[src/hw/rtl/lbp_pkg.sv]
// ----------------------------------------------------------------------------
// LBP package
// Shared types, constants and the 3x3 pattern function for the LBP stream core.
// ----------------------------------------------------------------------------
package lbp_pkg;

  // Payload widths
  localparam int PIX_W      = 8;
  localparam int POS_W      = 10;
  localparam int CFG_DATA_W = 11;
  localparam int CFG_IDX_W  = 2;

  // Register reset values
  localparam int FRAME_WIDTH_RST  = 640;
  localparam int FRAME_HEIGHT_RST = 480;

  // Register indexes
  typedef enum logic [CFG_IDX_W-1:0] {
    CFG_FRAME_WIDTH  = 2'd0,
    CFG_FRAME_HEIGHT = 2'd1
  } cfg_idx_e;

  // Neighbour bit masks, bit0 top-left, clockwise to bit7 left
  localparam logic [PIX_W-1:0] K8_01 = 8'h01;
  localparam logic [PIX_W-1:0] K8_02 = 8'h02;
  localparam logic [PIX_W-1:0] K8_04 = 8'h04;
  localparam logic [PIX_W-1:0] K8_08 = 8'h08;
  localparam logic [PIX_W-1:0] K8_10 = 8'h10;
  localparam logic [PIX_W-1:0] K8_20 = 8'h20;
  localparam logic [PIX_W-1:0] K8_40 = 8'h40;
  localparam logic [PIX_W-1:0] K8_80 = 8'h80;

  // Result slots of one descriptor, emitted in this order
  localparam int NUM_SLOTS       = 4;
  localparam int SLOT_ABOVE_PREV = 0;  // (row-1, col-1), carries the code
  localparam int SLOT_ABOVE_END  = 1;  // (row-1, col), right border
  localparam int SLOT_LAST_PREV  = 2;  // (row, col-1), bottom border
  localparam int SLOT_CUR        = 3;  // (row, col), top or corner border

  // Descriptor queue
  localparam int QDEPTH = 4;
  localparam int QAW    = $clog2(QDEPTH);
  localparam int QCW    = $clog2(QDEPTH + 1);

  typedef logic [8:0][PIX_W-1:0] win_t;

  typedef struct packed {
    logic [PIX_W-1:0]     code;
    logic [POS_W-1:0]     row;
    logic [POS_W-1:0]     col;
    logic [NUM_SLOTS-1:0] slots;
  } desc_t;

  typedef struct packed {
    logic empty;
    logic full;
    logic afull;  // one free entry or less
  } q_status_t;

  function automatic logic [PIX_W-1:0] lbp_code(input win_t w);
    logic [PIX_W-1:0] ctr;
    logic [PIX_W-1:0] v;
    ctr = w[4];
    v   = '0;
    if (w[0] >= ctr) v = v | K8_01;
    if (w[1] >= ctr) v = v | K8_02;
    if (w[2] >= ctr) v = v | K8_04;
    if (w[5] >= ctr) v = v | K8_08;
    if (w[8] >= ctr) v = v | K8_10;
    if (w[7] >= ctr) v = v | K8_20;
    if (w[6] >= ctr) v = v | K8_40;
    if (w[3] >= ctr) v = v | K8_80;
    return v;
  endfunction

endpackage

[src/hw/rtl/lbp_back.sv]
// ----------------------------------------------------------------------------
// LBP back end
// Expands each descriptor into its result items, one per cycle while the
// output register is not stalled, through a registered output stage.
// ----------------------------------------------------------------------------
module lbp_back
  import lbp_pkg::*;
(
  input  logic             clk_i,
  input  logic             rst_ni,
  input  desc_t            head_i,
  input  q_status_t        q_stat_i,
  output logic             pop_o,
  output logic             out_valid_o,
  input  logic             out_ready_i,
  output logic [PIX_W-1:0] code_o,
  output logic [POS_W-1:0] out_row_o,
  output logic [POS_W-1:0] out_col_o,
  output logic             last_of_run_o
);

  desc_t                cur_q;
  logic                 cur_valid_q;
  logic [NUM_SLOTS-1:0] rem_q;
  logic [NUM_SLOTS-1:0] low, rem_next;
  logic                 out_valid_q;
  logic                 can_emit, emit, finish, load;
  logic                 above, prev;

  assign can_emit = !out_valid_q || out_ready_i;
  assign emit     = cur_valid_q && can_emit;
  assign low      = rem_q & (~rem_q + NUM_SLOTS'(1));
  assign rem_next = rem_q & ~low;
  assign finish   = emit && (rem_next == '0);
  assign load     = !q_stat_i.empty && (!cur_valid_q || finish);
  assign pop_o    = load;

  assign above = low[SLOT_ABOVE_PREV] || low[SLOT_ABOVE_END];
  assign prev  = low[SLOT_ABOVE_PREV] || low[SLOT_LAST_PREV];

  always_ff @(posedge clk_i or negedge rst_ni) begin
    if (!rst_ni) begin
      cur_valid_q <= 1'b0;
      rem_q       <= '0;
      out_valid_q <= 1'b0;
    end else begin
      if (load) begin
        cur_valid_q <= 1'b1;
        rem_q       <= head_i.slots;
      end else if (finish) begin
        cur_valid_q <= 1'b0;
        rem_q       <= '0;
      end else if (emit) begin
        rem_q       <= rem_next;
      end
      if (emit) out_valid_q <= 1'b1;
      else if (out_ready_i) out_valid_q <= 1'b0;
    end
  end

  always_ff @(posedge clk_i) begin
    if (load) cur_q <= head_i;
    if (emit) begin
      code_o        <= low[SLOT_ABOVE_PREV] ? cur_q.code : '0;
      out_row_o     <= above ? cur_q.row - POS_W'(1) : cur_q.row;
      out_col_o     <= prev ? cur_q.col - POS_W'(1) : cur_q.col;
      last_of_run_o <= (rem_next == '0);
    end
  end

  assign out_valid_o = out_valid_q;

`ifndef NO_ASSERTIONS
  a_busy_has_slots: assert property (@(posedge clk_i) disable iff (!rst_ni)
    cur_valid_q |-> (rem_q != '0))
    else $error("active descriptor with no pending result");
`endif

endmodule

[config.mk]
export PLATFORM = sky130hd
export DESIGN_NAME = lbp_back
export DESIGN_NICKNAME = d
export VERILOG_FILES = /design/src/hw/rtl/lbp_pkg.sv /design/src/hw/rtl/lbp_back.sv
export SDC_FILE = /design/constraint.sdc
export NUM_CORES = 1
export LEC_CHECK = 0
export BUFFER_PORTS_ARGS = -buffer_cell sky130_fd_sc_hd__buf_2
export CORE_MARGIN = 3
export CORE_UTILIZATION = 50
export CTS_CLUSTER_SIZE = 12
export DETAILED_ROUTE_END_ITERATION = 6
export GPL_TIMING_DRIVEN = 0
export PLACE_DENSITY = 0.77
export SLEW_MARGIN = 20
export SYNTH_ARGS = -nofsm -noshare
export SYNTH_HDL_FRONTEND = slang
export SYNTH_SLANG_ARGS = --single-unit
[constraint.sdc]
create_clock -name clk_i -period 4.9 [get_ports clk_i]
set_input_delay 0.98 -clock clk_i [delete_from_list [all_inputs] [get_ports clk_i]]
set_output_delay 0.98 -clock clk_i [all_outputs]
set_load 0.005 [all_outputs]
==> impl_metrics.py <==
metrics = {
    "logic_synthesis": {
        "synth_most_common_cell": "edfxtp_1",
        "synth_edf_count": 57,
        "yosys_register_bits": 63,
        "synth.area.top_cells": "edfxtp_1 69%, dfrtp_1 6.0%, xor2_1 3.2%",
        "synth_top_family_by_area": "simple AND/OR/NAND/NOR gates",
        "synthAdderAreaFrac": 0.0101,
        "synthTopCellsByCount": "57 x edfxtp_1, 10 x inv_1, 9 x and2_1, 9 x nand2_1, 9 x xor2_1",
        "yosysTopAreaCell": "edfxtp_1",
        "synth-simple-area-share": 0.0973,
        "synth_xor_area_frac": 0.0565,
        "ys_types": 34,
        "yosysWarnings": 0,
        "syn_avg_cell_area_sq_um": 16.2,
        "netlist_instances": 153,
        "synth_nets": 193,
        "synth_compound_gate_area_share": 0.0428,
        "syn_area_sq_um": 2480,
        "yosysSeqAreaShare": 0.750,
        "ys.flop_type": "edfxtp_1",
        "synth_top_area_frac": 0.690,
        "async_flop_share": 0.0952,
        "synthMuxAreaShare": 0.0222,
    },
    "route": {
        "dr.pass1.iters": 4,
        "wirelength_mm": 3.97,
        "wl_per_cell_um": 13.1,
        "ant_nets": 0,
        "num_vias": 1436,
        "drtIter0Drc": 54,
        "route.detailed.drc": 0,
        "vias_per_cell": 4.72,
    },
    "clocking": {
        "htree_levels": 3,
        "clock_latency_ns": 0.33,
        "cts_buffers": 9,
        "cts.sinks": 63,
        "cts_tree": "built",
        "hold_buffers": 0,
        "cts-root-buf": "clkbuf_8",
        "cts_max_path_buffers": 2,
        "cts.clk_slew.worst_paths_ns": 0.07,
        "post_cts_resized": 0,
        "post-cts-setup-buffers": 0,
    },
    "job": {
        "drv_cap": 0,
    },
    "timing": {
        "setup_viol": 0,
        "drv_slew": 0,
        "hold_viol": 0,
        "fin_setup_tns_ns": 0,
        "maxSlewHeadroom": 0.364,
        "setup_ws_ns": 1.76,
        "tightest_slew_ns": 0.948,
        "fin_skew_ns": 0.00663,
        "rsz0062_at_grt": "no",
        "period_share": 0.642,
        "fmax_mhz": 318,
        "period_needed_ns": 3.14,
    },
    "global_route": {
        "grt_pass1_wl_mm": 6.51,
        "overflow": 0,
        "grt_antenna_before_repair": 0,
        "grt_util_all_layers": 0.148,
        "first_global_vias": 1416,
        "grt_max_degree": 30,
    },
    "critical_path": {
        "arrival_ns": 2.16,
        "critical_path_class": "in -> out",
        "cpMostUsedCell": "buf_2",
        "cp_slowest_cell": "a211oi_4",
        "crit_chain": "buf_2, nor2b_1, and2_1, a211oi_4, buf_8, buf_2",
        "critical-path-max-stage-delay_ns": 0.50,
        "critPathBufInv": 3,
        "required_ns": 3.92,
        "critical_path_peak_fanout": 15,
        "crit_path_start_kind": "primary input",
        "crit_family": "compound AO/OA/AOI/OAI gates",
        "crit_path_end_kind": "primary output",
        "r2r_slack_ns": 2.93,
    },
    "placed_design": {
        "place_hpwl_mm": 2.95,
        "io_buffer_count": 66,
        "dp_slack_ns": 1.74,
        "gp_congestion": 0.734,
    },
    "finish": {
        "layout-drive-gt1-share": 0.376,
        "num_antenna_cells": 0,
        "layout.nets": 272,
        "areaGrowthSynthToFinish_pct": 24.8,
    },
    "power_and_ir_drop": {
        "p_leak_nw": 1.25,
        "powerDensity_nw_per_um2": 518,
        "total_power_mw": 1.61,
        "vdd_drop_max_v": 0.000252,
    },
    "floorplanning": {
        "dieHeight_um": 76.5,
        "core_area_sq_um": 4750,
        "fp.dieArea_sq_um": 5850,
        "io_pins": 69,
        "initial_core_util": 0.522,
        "die_width_um": 76.5,
        "fp-row-count": 25,
    },
    "run_status": {
        "status": "complete, no violations",
    },
    "hold_path": {
        "hp-class": "in -> async",
    },
}
==> flip-flops by register name (all words and copies together) (netlist names) <==
| name | cells |
|---|---|
| out_col_o | 10 |
| out_valid_o | 1 |
| rem_q | 4 |
| cur_valid_q | 1 |
| code_o | 8 |
| cur_q | 28 |
| out_row_o | 10 |
| last_of_run_o | 1 |
==> through the flow <==
step | hold slack (ns) | instance area [sq um] | utilization | std cells
after global routing | 0.446 | 3100 | 0.652 | 304
after floorplan | 0.503 | 2480 | - | 153
after global placement | 0.510 | 2900 | 0.609 | 286
final | 0.465 | 3100 | 0.652 | 304
after detailed placement | 0.517 | 2920 | 0.615 | 288
after CTS | 0.453 | 3100 | 0.652 | 304
==> kinds of logic (layout without fill, tap and decap cells) <==
| family | Yosys count | after routing |
|---|---|---|
| flops | 63 | 63 |
| simple gates | 41 | 41 |
| xor+xnor | 16 | 16 |
| compound gates | 14 | 14 |
| buf+inv | 12 | 96 |
| mux | 5 | 5 |
| fa+ha+maj | 2 | 2 |
==> placed cells by master, fill, tap and decap left out, drive strengths merged, types with 6 or more instances in the layout <==
cell / count
clkbuf: 14
edfxtp: 57
xnor2: 7
buf: 69
inv: 9
nor2: 8
nand2: 9
xor2: 9
and2: 9
dfrtp: 6
==> worst paths after layout <==
path	start	end	cells after the start
setup / recovery	out_ready_i	pop_o	6
min in group clk_i	cur_q[30]	code_o[6]	1
max in group asynchronous	rst_ni	cur_valid_q	1
hold reg to reg	cur_q[30]	code_o[6]	1
hold / removal	rst_ni	rem_q[2]	1
setup reg to reg	rem_q[0]	cur_q[19]	5
==> area by class of cell <==
type / count / area (sq um)
inverters: 10 / 37.5
clock buffers: 13 / 159
fillers: 380 / 1660
flip-flops and latches: 63 / 1860
clock inverters: 3 / 17.5
multi-input cells: 78 / 568
well taps: 67 / 83.8
repair buffers: 68 / 357
plain buffers: 2 / 15.0
==> routing by layer <==
| layer | GRT usage | share of wire |
|---|---|---|
| met5 | 0 | 0 |
| met3 | 0.0508 | 0.049 |
| met4 | 0.0743 | 0.019 |
| met2 | 0.253 | 0.53 |
| met1 | 0.163 | 0.40 |
==> report_power, final <==
group / switching [mW] / internal [mW] / total [mW]
Combinational: 0.199 / 0.166 / 0.365
Clock: 0.183 / 0.210 / 0.393
Sequential: 0.0663 / 0.781 / 0.847
(Power assumes the default switching activity.)
