### config.mk
export PLATFORM = sky130hd
export DESIGN_NAME = lbp_queue
export DESIGN_NICKNAME = d
export VERILOG_FILES = /design/src/hw/rtl/lbp_pkg.sv /design/src/hw/rtl/lbp_queue.sv
export SDC_FILE = /design/constraint.sdc
export NUM_CORES = 1
export LEC_CHECK = 0
export BUFFER_PORTS_ARGS = -buffer_cell sky130_fd_sc_hd__buf_2
export CORE_MARGIN = 4
export CORE_UTILIZATION = 60
export DETAILED_ROUTE_END_ITERATION = 16
export PLACE_DENSITY = 0.79
export RECOVER_POWER = 100
export SETUP_SLACK_MARGIN = 0.05
export SLEW_MARGIN = 20
export SYNTH_ARGS = -nofsm -noshare
export SYNTH_HDL_FRONTEND = slang
export SYNTH_SLANG_ARGS = --single-unit
### constraint.sdc
create_clock -name clk_i -period 4.3 [get_ports clk_i]
set_input_delay 0.645 -clock clk_i [delete_from_list [all_inputs] [get_ports clk_i]]
set_output_delay 0.645 -clock clk_i [all_outputs]
set_load 0.01 [all_outputs]
### src/hw/rtl/lbp_pkg.sv
// ----------------------------------------------------------------------------
// LBP package
// Shared types, constants and the 3x3 pattern function for the LBP stream core.
// ----------------------------------------------------------------------------
package lbp_pkg;

  // Payload widths
  localparam int PIX_W      = 8;
  localparam int POS_W      = 10;
  localparam int CFG_DATA_W = 11;
  localparam int CFG_IDX_W  = 2;

  // Register reset values
  localparam int FRAME_WIDTH_RST  = 640;
  localparam int FRAME_HEIGHT_RST = 480;

  // Register indexes
  typedef enum logic [CFG_IDX_W-1:0] {
    CFG_FRAME_WIDTH  = 2'd0,
    CFG_FRAME_HEIGHT = 2'd1
  } cfg_idx_e;

  // Neighbour bit masks, bit0 top-left, clockwise to bit7 left
  localparam logic [PIX_W-1:0] K8_01 = 8'h01;
  localparam logic [PIX_W-1:0] K8_02 = 8'h02;
  localparam logic [PIX_W-1:0] K8_04 = 8'h04;
  localparam logic [PIX_W-1:0] K8_08 = 8'h08;
  localparam logic [PIX_W-1:0] K8_10 = 8'h10;
  localparam logic [PIX_W-1:0] K8_20 = 8'h20;
  localparam logic [PIX_W-1:0] K8_40 = 8'h40;
  localparam logic [PIX_W-1:0] K8_80 = 8'h80;

  // Result slots of one descriptor, emitted in this order
  localparam int NUM_SLOTS       = 4;
  localparam int SLOT_ABOVE_PREV = 0;  // (row-1, col-1), carries the code
  localparam int SLOT_ABOVE_END  = 1;  // (row-1, col), right border
  localparam int SLOT_LAST_PREV  = 2;  // (row, col-1), bottom border
  localparam int SLOT_CUR        = 3;  // (row, col), top or corner border

  // Descriptor queue
  localparam int QDEPTH = 4;
  localparam int QAW    = $clog2(QDEPTH);
  localparam int QCW    = $clog2(QDEPTH + 1);

  typedef logic [8:0][PIX_W-1:0] win_t;

  typedef struct packed {
    logic [PIX_W-1:0]     code;
    logic [POS_W-1:0]     row;
    logic [POS_W-1:0]     col;
    logic [NUM_SLOTS-1:0] slots;
  } desc_t;

  typedef struct packed {
    logic empty;
    logic full;
    logic afull;  // one free entry or less
  } q_status_t;

  function automatic logic [PIX_W-1:0] lbp_code(input win_t w);
    logic [PIX_W-1:0] ctr;
    logic [PIX_W-1:0] v;
    ctr = w[4];
    v   = '0;
    if (w[0] >= ctr) v = v | K8_01;
    if (w[1] >= ctr) v = v | K8_02;
    if (w[2] >= ctr) v = v | K8_04;
    if (w[5] >= ctr) v = v | K8_08;
    if (w[8] >= ctr) v = v | K8_10;
    if (w[7] >= ctr) v = v | K8_20;
    if (w[6] >= ctr) v = v | K8_40;
    if (w[3] >= ctr) v = v | K8_80;
    return v;
  endfunction

endpackage

### src/hw/rtl/lbp_queue.sv
// ----------------------------------------------------------------------------
// LBP descriptor queue
// Short first-in first-out store between the front and back ends.
// ----------------------------------------------------------------------------
module lbp_queue
  import lbp_pkg::*;
(
  input  logic      clk_i,
  input  logic      rst_ni,
  input  logic      push_i,
  input  desc_t     desc_i,
  input  logic      pop_i,
  output desc_t     head_o,
  output q_status_t stat_o
);

  desc_t            mem_q [QDEPTH];
  logic [QAW-1:0]   wr_ptr_q, rd_ptr_q;
  logic [QCW-1:0]   count_q;

  assign head_o       = mem_q[rd_ptr_q];
  assign stat_o.empty = (count_q == '0);
  assign stat_o.full  = (count_q == QCW'(QDEPTH));
  assign stat_o.afull = (count_q >= QCW'(QDEPTH - 1));

  always_ff @(posedge clk_i or negedge rst_ni) begin
    if (!rst_ni) begin
      wr_ptr_q <= '0;
      rd_ptr_q <= '0;
      count_q  <= '0;
    end else begin
      if (push_i) wr_ptr_q <= wr_ptr_q + QAW'(1);
      if (pop_i)  rd_ptr_q <= rd_ptr_q + QAW'(1);
      unique case ({push_i, pop_i})
        2'b10:   count_q <= count_q + QCW'(1);
        2'b01:   count_q <= count_q - QCW'(1);
        default: count_q <= count_q;
      endcase
    end
  end

  always_ff @(posedge clk_i) begin
    if (push_i) mem_q[wr_ptr_q] <= desc_i;
  end

`ifndef NO_ASSERTIONS
  a_no_push_full: assert property (@(posedge clk_i) disable iff (!rst_ni)
    push_i |-> !stat_o.full)
    else $error("push into a full queue");
  a_no_pop_empty: assert property (@(posedge clk_i) disable iff (!rst_ni)
    pop_i |-> !stat_o.empty)
    else $error("pop from an empty queue");
`endif

endmodule

==> metrics, run 1 <==
layout filler cell count 488; Via Count 2265; I/O pin cnt 71; critical path data required time 3.65 ns; asr flop ratio synth 0.0519; Crit Path Class flip-flop to output pin; clk_lat worst skew 0.51 ns; DIE AREA 9990 sq um; Worst setup SP type flip-flop; Seq/Total Area, Yosys 0.792; Slowest cell on crit path dfrtp_1; max incr delay on CP 1.18 ns; die width 99.9 um; GRT overflow 0; WHS Endpoint rd_ptr_q[0]; maximum root-to-sink buffer count 2; Post-synth EDFFs 128; CP cell instances buf_4 -> mux4_2 -> clkbuf_1; FF-to-FF setup slack 1.45 ns; final-report max-slew violation count 132; # H-tree levels 4; Post-Layout Inst Area 5970 sq um; max-cap viol count 4; peak supply drop 0.000434 V; Final Hold Viols 0; post-synthesis cell count 205; YS warnings 0; die height 99.9 um; violated checks capacitance limit, slew limit; initial DRC count 122; # setup viols final 0; vias in the first global route 2478; syn_area_per_cell 24.7 sq um; top_reg_cell synth edfxtp_1; placed cell area 5480 sq um; status complete, but fails checks; Antenna Nets Post-Route 0; reg2reg start wr_ptr_q[1]; Worst Hold Launch pop_i; TritonCTS Buffers 17; Critical R2R Capture mem_q[1][8]; fin crit period 3.47 ns; syn_nets 247; Routed WL 8530 um; initial antenna violation count 0; IO Port Bufs 70; hpwl dp 4900 um; Final period util 0.807; Clock Skew 0.00900 ns; Max-Slew Margin vs Limit -0.606; clock slew at reported path FFs 0.06 ns; WL/cell 21.0 um; FP Rows 33; cell area after synthesis 5070 sq um; first-pass GRT wire length 13600 um; class of the worst hold path primary input to flip-flop; GRT Resource Usage Total 0.189; DRT Pass-1 Iters 5; Final nets 330; Setup crit end kind output pin; CP max FO 22; n_diodes 0; Clock Sinks 135; Area growth syn-to-layout 17.7%; Critical Path AT 2.82 ns; Initial Utilization 0.617; FF-to-FF path depth 3; Power per Cell Area 713 nW/um^2; RSZ-0062 raised after global routing no; Yosys reg bits 135; Vias/cell 5.58; TNS Setup 0 ns; CTS tree built; Leak 1.98 nW; pin count of the biggest net entering global routing 34; Core Box Area 8220 sq um; clk root buf clkbuf_8; Least-Margin Pin Slew 2.41 ns; Highest Clock Rate 288 MHz; Final GP Congestion 0.683; layout cell share with drive strength beyond 1 0.213; hold path depth 2; Remaining DRCs 0; Cell variety after synth 21
-- repair_timing --
item	CTS	global route
hold buffers	1	0
hold endpoints to repair	7	0
setup endpoints to repair	0	0
setup buffers	0	0
resized for setup	0	0
-- registers in the layout, indices dropped and copies added, names as in the netlist --
register  cells
count_q       3
wr_ptr_q      2
mem_q       128
rd_ptr_q      2
-- final cells by class --
| class | instances | area (sq um) | share of cell area |
|---|---|---|---|
| Clock buffer | 17 | 414 | 0.0693 |
| Multi-Input combinational cell | 56 | 941 | 0.158 |
| Clock inverter | 15 | 160 | 0.0268 |
| Sequential cell | 135 | 4020 | 0.673 |
| Inverter | 6 | 22.5 | 0.00377 |
| Tap cell | 105 | 131 | 0.0220 |
| Timing Repair Buffer | 72 | 283 | 0.0473 |
-- how the worst max path moves through the flow --
stage,startpoint,end,slack [ns]
after floorplan,push_i,mem_q[0][0],2.47
after global placement,rd_ptr_q[0],head_o[11],1.74
after detailed placement,rd_ptr_q[0],head_o[8],1.70
after CTS,rd_ptr_q[0],head_o[8],1.13
after global routing,rd_ptr_q[0],head_o[8],0.54
final,rd_ptr_q[0],head_o[8],0.83
-- worst max-delay path: cells and delay by family (launching register included) --
| family | cells | cell delay (ns) |
|---|---|---|
| mux | 1 | 0.54 |
| flops | 1 | 1.18 |
| buf+inv | 2 | 0.57 |
-- where the power goes --
group	total (mW)	internal (mW)	switching, mW
clock	1.38	0.793	0.585
sequential	1.94	1.75	0.195
combinational	0.941	0.452	0.489
total	4.26	2.99	1.27
-- placed cells by master, fill, tap and decap left out, drive strengths merged, types with 3 or more instances in the layout --
cell / count
edfxtp: 128
inv: 15
dfrtp: 7
and2: 4
mux4: 32
clkinv: 3
buf: 3
clkbuf: 85
ha: 5
xor2: 4
-- synth_stat cells (2+ instances only) --
| library cell | n | area (sq um) |
|---|---|---|
| edfxtp_1 | 128 | 3840 |
| mux4_2 | 28 | 631 |
| dfrtp_1 | 7 | 175 |
| inv_1 | 6 | 22.5 |
| ha_1 | 5 | 62.6 |
| and2_1 | 4 | 25.0 |
| mux4_1 | 4 | 105 |
| xor2_1 | 4 | 35.0 |
| buf_12 | 3 | 60.1 |
| buf_2 | 3 | 15.0 |
| nand2_1 | 2 | 7.51 |
| xnor2_1 | 2 | 17.5 |
-- per-stage QoR --
step / hold WS, ns / power (mW) / utilization / worst slack (ns) / std cells
2_1_floorplan: 0.349 / 2.64 / - / 2.47 / 205
3_3_place_gp: 0.486 / 2.93 / 0.667 / 1.74 / 373
3_5_place_dp: 0.497 / 2.97 / 0.667 / 1.70 / 373
4_1_cts: 0.314 / 4.36 / 0.738 / 1.13 / 406
5_1_grt: 0.343 / 4.47 / 0.727 / 0.539 / 406
6_report: 0.355 / 4.26 / 0.727 / 0.832 / 406
-- kinds of logic (layout without fill, tap and decap cells) --
logic type,count (synthesis),count (layout),share of synthesized area
multiplexers,33,33,0.147
XOR/XNOR,6,6,0.0104
adder cells (fa/ha/maj),6,6,0.0163
AND/OR/NAND/NOR,9,9,0.00937
AO/OA/AOI/OAI,2,2,0.00247
flip-flops,135,135,0.792
buffers and inverters,14,110,0.0222
-- metal layers --
| layer | up-vias | part of all wire | track usage |
|---|---|---|---|
| met2 | 68 | 0.52 | 0.301 |
| met5 | - | 0 | 0 |
| li1 | 1026 | - | - |
| met4 | 0 | 0.0052 | 0.0714 |
| met1 | 1165 | 0.41 | 0.240 |
| met3 | 6 | 0.064 | 0.0688 |
(Power assumes the default switching activity.)
==> run 2, diff against run 1 <==
--- a/config.mk
+++ b/config.mk
@@ -7,9 +7,9 @@
 export LEC_CHECK = 0
 export BUFFER_PORTS_ARGS = -buffer_cell sky130_fd_sc_hd__buf_2
 export CORE_MARGIN = 4
-export CORE_UTILIZATION = 60
+export CORE_UTILIZATION = 56
 export DETAILED_ROUTE_END_ITERATION = 16
-export PLACE_DENSITY = 0.79
+export PLACE_DENSITY = 0.74
 export RECOVER_POWER = 100
 export SETUP_SLACK_MARGIN = 0.05
 export SLEW_MARGIN = 20
==> constraint.sdc (replaced) <==
create_clock -name clk_i -period 3.6 [get_ports clk_i]
set_input_delay 0.54 -clock clk_i [delete_from_list [all_inputs] [get_ports clk_i]]
set_output_delay 0.54 -clock clk_i [all_outputs]
set_load 0.01 [all_outputs]
==> run 2 against run 1 <==
Non-clock buffer count is 1 higher. Critical path type unchanged. Largest power group unchanged. The flow still finishes with violations (capacitance limit, slew limit). Die area is 6.6% higher. Clock skew shrank 0.0040 ns.
==> metrics, run 2 (synthesis gave the netlist of run 1 again) <==
critical path data required time 3.06 ns (was 3.65 ns); overall power 5.11 mW (was 4.26 mW); Switch Pwr 1.43 mW (was 1.27 mW); # H-tree levels 4 (unchanged); FF-to-FF path depth 3 (unchanged); layout cell share with drive strength beyond 1 0.216 (was 0.213); Sw Ratio 0.280 (was 0.298); FF-to-FF setup slack 0.78 ns (was 1.45 ns); hold path depth 2 (unchanged); vias in the first global route 2370 (was 2478); TritonCTS Buffers 17 (unchanged); n_diodes 0 (unchanged); max-cap viol count 4 (unchanged); Area growth syn-to-layout 18.0% (was 17.7%); Reg with most FFs mem_q (unchanged); DIE AREA 10600 sq um (was 9990 sq um); hpwl dp 4940 um (was 4900 um); Clock Skew 0.00498 ns (was 0.00900 ns); Post-Layout Inst Area 5990 sq um (was 5970 sq um); multi-input combinational cell area 941 sq um (unchanged); # setup viols final 0 (unchanged); Setup crit end kind output pin (unchanged); commonest non-fill, non-tap cell in the layout edfxtp_1 (unchanged); Remaining DRCs 0 (unchanged); Vias/cell 5.55 (was 5.58); GRT overflow 0 (unchanged); peak supply drop 0.000509 V (was 0.000434 V); Max-Slew Margin vs Limit -0.568 (was -0.606); violated checks capacitance limit, slew limit (unchanged); most frequent cells in the layout 128 x edfxtp_1, 68 x clkbuf_1, 28 x mux4_2, 16 x clkbuf_16, 6 x inv_1 (was 128 x edfxtp_1, 68 x clkbuf_1, 28 x mux4_2, 16 x clkbuf_16); Power per Cell Area 854 nW/um^2 (was 713 nW/um^2); final-report max-slew violation count 132 (unchanged); Final Hold Viols 0 (unchanged); Critical Path AT 2.41 ns (was 2.82 ns); first-pass GRT wire length 13100 um (was 13600 um); status complete, but fails checks (unchanged); combinational power share 0.224 (was 0.221); RSZ-0062 raised after global routing no (unchanged); clock slew at reported path FFs 0.06 ns (about the same); fin crit period 2.95 ns; die height 103 um (was 99.9 um); Clock Sinks 135 (unchanged); Core Box Area 8760 sq um (was 8220 sq um); initial DRC count 120 (was 122); GRT Resource Usage Total 0.178 (was 0.189); number of flip-flops in the largest register 128 (unchanged); I/O pin cnt 71 (unchanged); largest registers mem_q: 128 flops, count_q: 3 flops (unchanged); Internal 3.68 mW (was 2.99 mW); maximum root-to-sink buffer count 2 (unchanged); PnR worst setup slack 0.646 ns (was 0.832 ns); WL/cell 21.1 um (was 21.0 um); Via Count 2271 (was 2265); Initial Utilization 0.579 (was 0.617); Critical R2R Capture mem_q[2][19] (was mem_q[1][8]); Worst Hold Launch pop_i (unchanged); clk_lat worst skew 0.51 ns (about the same); Least-Margin Pin Slew 2.35 ns (was 2.41 ns); part of the power in registers 0.452 (was 0.456); CP max FO 20 (was 22); Worst setup SP type flip-flop (unchanged); Antenna Nets Post-Route 0 (unchanged); Leak 1.99 nW (was 1.98 nW); layout filler cell count 568 (was 488); Highest Clock Rate 338 MHz; CTS resizes 0 (unchanged); WHS Endpoint rd_ptr_q[0] (unchanged); Final period util 0.821; clk root buf clkbuf_8 (unchanged); Final GP Congestion 0.700 (was 0.683); setup bufs post-CTS 0 (unchanged); TNS Setup 0 ns (unchanged); initial antenna violation count 0 (unchanged); CTS tree built (unchanged); Post-CTS Hold Buffers 1 (unchanged); die width 103 um (was 99.9 um); reg2reg start wr_ptr_q[0] (was wr_ptr_q[1]); Crit Path Class flip-flop to output pin (unchanged); Clock Power Share 0.324 (about the same); FF+latch area 4020 sq um (about the same); DRT Pass-1 Iters 4 (was 5); pin count of the biggest net entering global routing 34 (unchanged); Final nets 331 (was 330); class of the worst hold path primary input to flip-flop (unchanged); FP Rows 34 (was 33); Routed WL 8630 um (was 8530 um); placed cell area 5490 sq um (was 5480 sq um); IO Port Bufs 70 (unchanged); dpl ws 1.24 ns (was 1.70 ns)
[run 2: changes by cell type in the layout (fill, tap and decap cells not counted), sizes merged]
| cell | before | now |
|---|---|---|
| buf | 3 | 5 |
| bufinv | 1 | 3 |
| clkbuf | 85 | 86 |
| clkinv | 3 | 7 |
| inv | 15 | 6 |
[run 2: final cells by class]
type,instances,share of cell area
clock buffer,19,0.0704
clock inverter,12,0.0259
timing repair buffer,73,0.0485
inverter,6,0.00376
tap,108,0.0226
sequential,135,0.672
multi-input combinational,56,0.157
[run 2: metal layers]
layer	wire length (um)	global-route usage
met5	0	0
met4	78	0.0568
met3	598	0.0785
met2	4380	0.278
met1	3570	0.229
[run 2: how the worst max path moves through the flow]
stage	startpoint	to	depth (start not counted)
final	rd_ptr_q[0]	head_o[22]	3
after CTS	rd_ptr_q[0]	head_o[22]	3
after detailed placement	rd_ptr_q[0]	head_o[22]	3
after global placement	rd_ptr_q[0]	head_o[17]	3
after floorplan	wr_ptr_q[0]	mem_q[2][0]	3
after global routing	rd_ptr_q[0]	head_o[15]	3
[run 2: power by group through the flow]
| stage | logic (mW) | registers, mW | clock network, mW |
|---|---|---|---|
| after global routing | 1.25 | 2.35 | 1.77 |
| after floorplan | 1.00 | 2.16 | 0 |
| after detailed placement | 1.22 | 2.33 | 0 |
| after CTS | 1.24 | 2.30 | 1.68 |
| after global placement | 1.22 | 2.31 | 0 |
| final | 1.14 | 2.31 | 1.66 |
[run 2: per-stage QoR]
step	hold slack [ns]	instances	util
final	0.268	409	0.683
after global routing	0.258	409	0.683
after CTS	0.216	409	0.693
after detailed placement	0.390	377	0.626
after global placement	0.382	377	0.626
after floorplan	0.244	205	-
[run 2: critical path: stages (launching register included)]
cell and delay, ns:
dfrtp_2 0.76, clkbuf_2 0.43, mux4_2 0.56, clkbuf_1 0.15
==> run 3, diff against run 2 <==
--- a/config.mk
+++ b/config.mk
@@ -7,9 +7,9 @@
 export LEC_CHECK = 0
 export BUFFER_PORTS_ARGS = -buffer_cell sky130_fd_sc_hd__buf_2
 export CORE_MARGIN = 4
-export CORE_UTILIZATION = 56
+export CORE_UTILIZATION = 51
 export DETAILED_ROUTE_END_ITERATION = 16
-export PLACE_DENSITY = 0.74
+export PLACE_DENSITY = 0.71
 export RECOVER_POWER = 100
 export SETUP_SLACK_MARGIN = 0.05
 export SLEW_MARGIN = 20
==> constraint.sdc (replaced) <==
create_clock -name clk_i -period 2.46 [get_ports clk_i]
set_input_delay 0.369 -clock clk_i [delete_from_list [all_inputs] [get_ports clk_i]]
set_output_delay 0.369 -clock clk_i [all_outputs]
set_load 0.01 [all_outputs]
==> run 3 against run 2 <==
The run now ends clean. Clock skew down 0.0012 ns. Utilization down 4.7 points. Register-to-register slack worse by 0.38 ns. Largest cell class unchanged. Largest power group unchanged.
==> metrics, run 3 (synthesis gave the netlist of run 1 again) <==
initial DRC count 86 (was 120); FP Rows 36 (was 34); Setup crit end kind output pin (unchanged); Switch Pwr 2.16 mW (was 1.43 mW); hpwl dp 5430 um (was 4940 um); number of flip-flops in the largest register 128 (unchanged); # H-tree levels 4 (unchanged); Vias/cell 5.27 (was 5.55); Critical Path AT 1.94 ns (was 2.41 ns); most frequent cells in the layout 128 x edfxtp_1, 65 x clkbuf_1, 28 x mux4_2, 16 x clkbuf_16 (was 128 x edfxtp_1, 68 x clkbuf_1, 28 x mux4_2, 16 x clkbuf_16, 6 x inv_1); Via Count 2325 (was 2271); Routed WL 8920 um (was 8630 um); clk_lat worst skew 0.52 ns (was 0.51 ns); DIE AREA 11600 sq um (was 10600 sq um); die height 108 um (was 103 um); Remaining DRCs 0 (unchanged); dpl ws 0.543 ns (was 1.24 ns); Clock Skew 0.00380 ns (was 0.00498 ns); vias in the first global route 2539 (was 2370); Max-Slew Margin vs Limit 0.279 (was -0.568); GRT overflow 0 (unchanged); initial antenna violation count 0 (unchanged); I/O pin cnt 71 (unchanged); Least-Margin Pin Slew 1.08 ns (was 2.35 ns); Initial Utilization 0.521 (was 0.579); DRT Pass-1 Iters 4 (unchanged); PnR worst setup slack 0.155 ns (was 0.646 ns); Reg with most FFs mem_q (unchanged); Final period util 0.937; Leak 2.07 nW (was 1.99 nW); Clock Power Share 0.325 (was 0.324); TritonCTS Buffers 17 (unchanged); maximum root-to-sink buffer count 2 (unchanged); final-report max-slew violation count 0 (was 132); IO Port Bufs 70 (unchanged); pin count of the biggest net entering global routing 30 (was 34); combinational power share 0.265 (was 0.224); die width 108 um (was 103 um); # setup viols final 0 (unchanged); Final GP Congestion 0.706 (was 0.700); largest registers mem_q: 128 flops, count_q: 3 flops (unchanged); Highest Clock Rate 434 MHz; final core utilization 0.636 (was 0.683); clock slew at reported path FFs 0.06 ns (about the same); peak supply drop 0.000586 V (was 0.000509 V); Final nets 338 (was 331); n_diodes 0 (unchanged); status finished, final reports clean (was complete, but fails checks); RSZ-0062 raised after global routing no (unchanged); clk root buf clkbuf_8 (unchanged); first-pass GRT wire length 14000 um (was 13100 um); critical path data required time 2.09 ns (was 3.06 ns); overall power 7.78 mW (was 5.11 mW); Worst setup SP type flip-flop (unchanged); hold_ws 0.0716 ns (was 0.268 ns); GRT Resource Usage Total 0.171 (was 0.178); commonest non-fill, non-tap cell in the layout edfxtp_1 (unchanged); Internal 5.62 mW (was 3.68 mW); Final Hold Viols 0 (unchanged); fin crit period 2.31 ns; Antenna Nets Post-Route 0 (unchanged); CTS tree built (unchanged); CP max FO 15 (was 20); Area growth syn-to-layout 22.0% (was 18.0%); TNS Setup 0 ns (unchanged); Crit Path Class flip-flop to output pin (unchanged); Clock Sinks 135 (unchanged); class of the worst hold path primary input to flip-flop (unchanged); max-cap viol count 0 (was 4); WL/cell 20.2 um (was 21.1 um); part of the power in registers 0.410 (was 0.452); Sw Ratio 0.277 (was 0.280); layout cell share with drive strength beyond 1 0.237 (was 0.216); Core Box Area 9730 sq um (was 8760 sq um); Power per Cell Area 1260 nW/um^2 (was 854 nW/um^2)
## run 3: per-stage QoR
step                cell area [sq um]  cells
global placement                 5630    406
finish                           6190    441
CTS                              6280    441
global route                     6190    441
detailed placement               5630    406
floorplan                        5070    205
## run 3: worst max-delay path: stages, from the launching register on
cell	delay [ns]
dfrtp_2	0.48
buf_12	0.21
mux4_1	0.58
clkbuf_1	0.15
## run 3: path summary, 6_finish.rpt
path,start,end,slack (ns),depth (start not counted)
setup / recovery,rd_ptr_q[0],head_o[1],0.15,3
hold / removal,pop_i,rd_ptr_q[0],0.07,2
min in group asynchronous,rst_ni,count_q[2],0.28,2
max in group asynchronous,rst_ni,rd_ptr_q[0],1.86,2
hold reg to reg,count_q[2],count_q[2],0.52,1
setup reg to reg,wr_ptr_q[0],mem_q[2][3],0.40,4
## run 3: final cells by class
type,instances,area (sq um)
Inverter,6,22.5
Sequential cell,135,4020
Timing Repair Buffer,80,442
Clock inverter,14,183
Clock buffer,17,414
Tap cell,133,166
Multi-Input combinational cell,56,941
Fill cell,709,3540
## run 3: power groups by stage
stage / clock network [mW] / registers (mW) / logic [mW]
floorplan: 0 / 3.15 / 1.46
global placement: 0 / 3.20 / 2.08
detailed placement: 0 / 3.24 / 2.12
CTS: 2.59 / 3.19 / 2.24
global route: 2.69 / 3.23 / 2.25
finish: 2.53 / 3.19 / 2.06
## run 3: what timing repair did
item / in CTS / in global routing
gates resized for setup: 0 / 1
setup endpoints to repair: 12 / 1
setup buffers: 2 / 0
hold endpoints to repair: 7 / 0
hold buffers: 1 / 0
cloned: 1 / 0
## run 3: layer usage
metal	global-route usage	wire, um	vias to the layer above	part of all wire
li1	-	-	1044	-
met1	0.217	3740	1200	0.42
met2	0.270	4560	64	0.51
met3	0.0606	436	17	0.049
met4	0.0694	173	0	0.019
met5	0	0	-	0
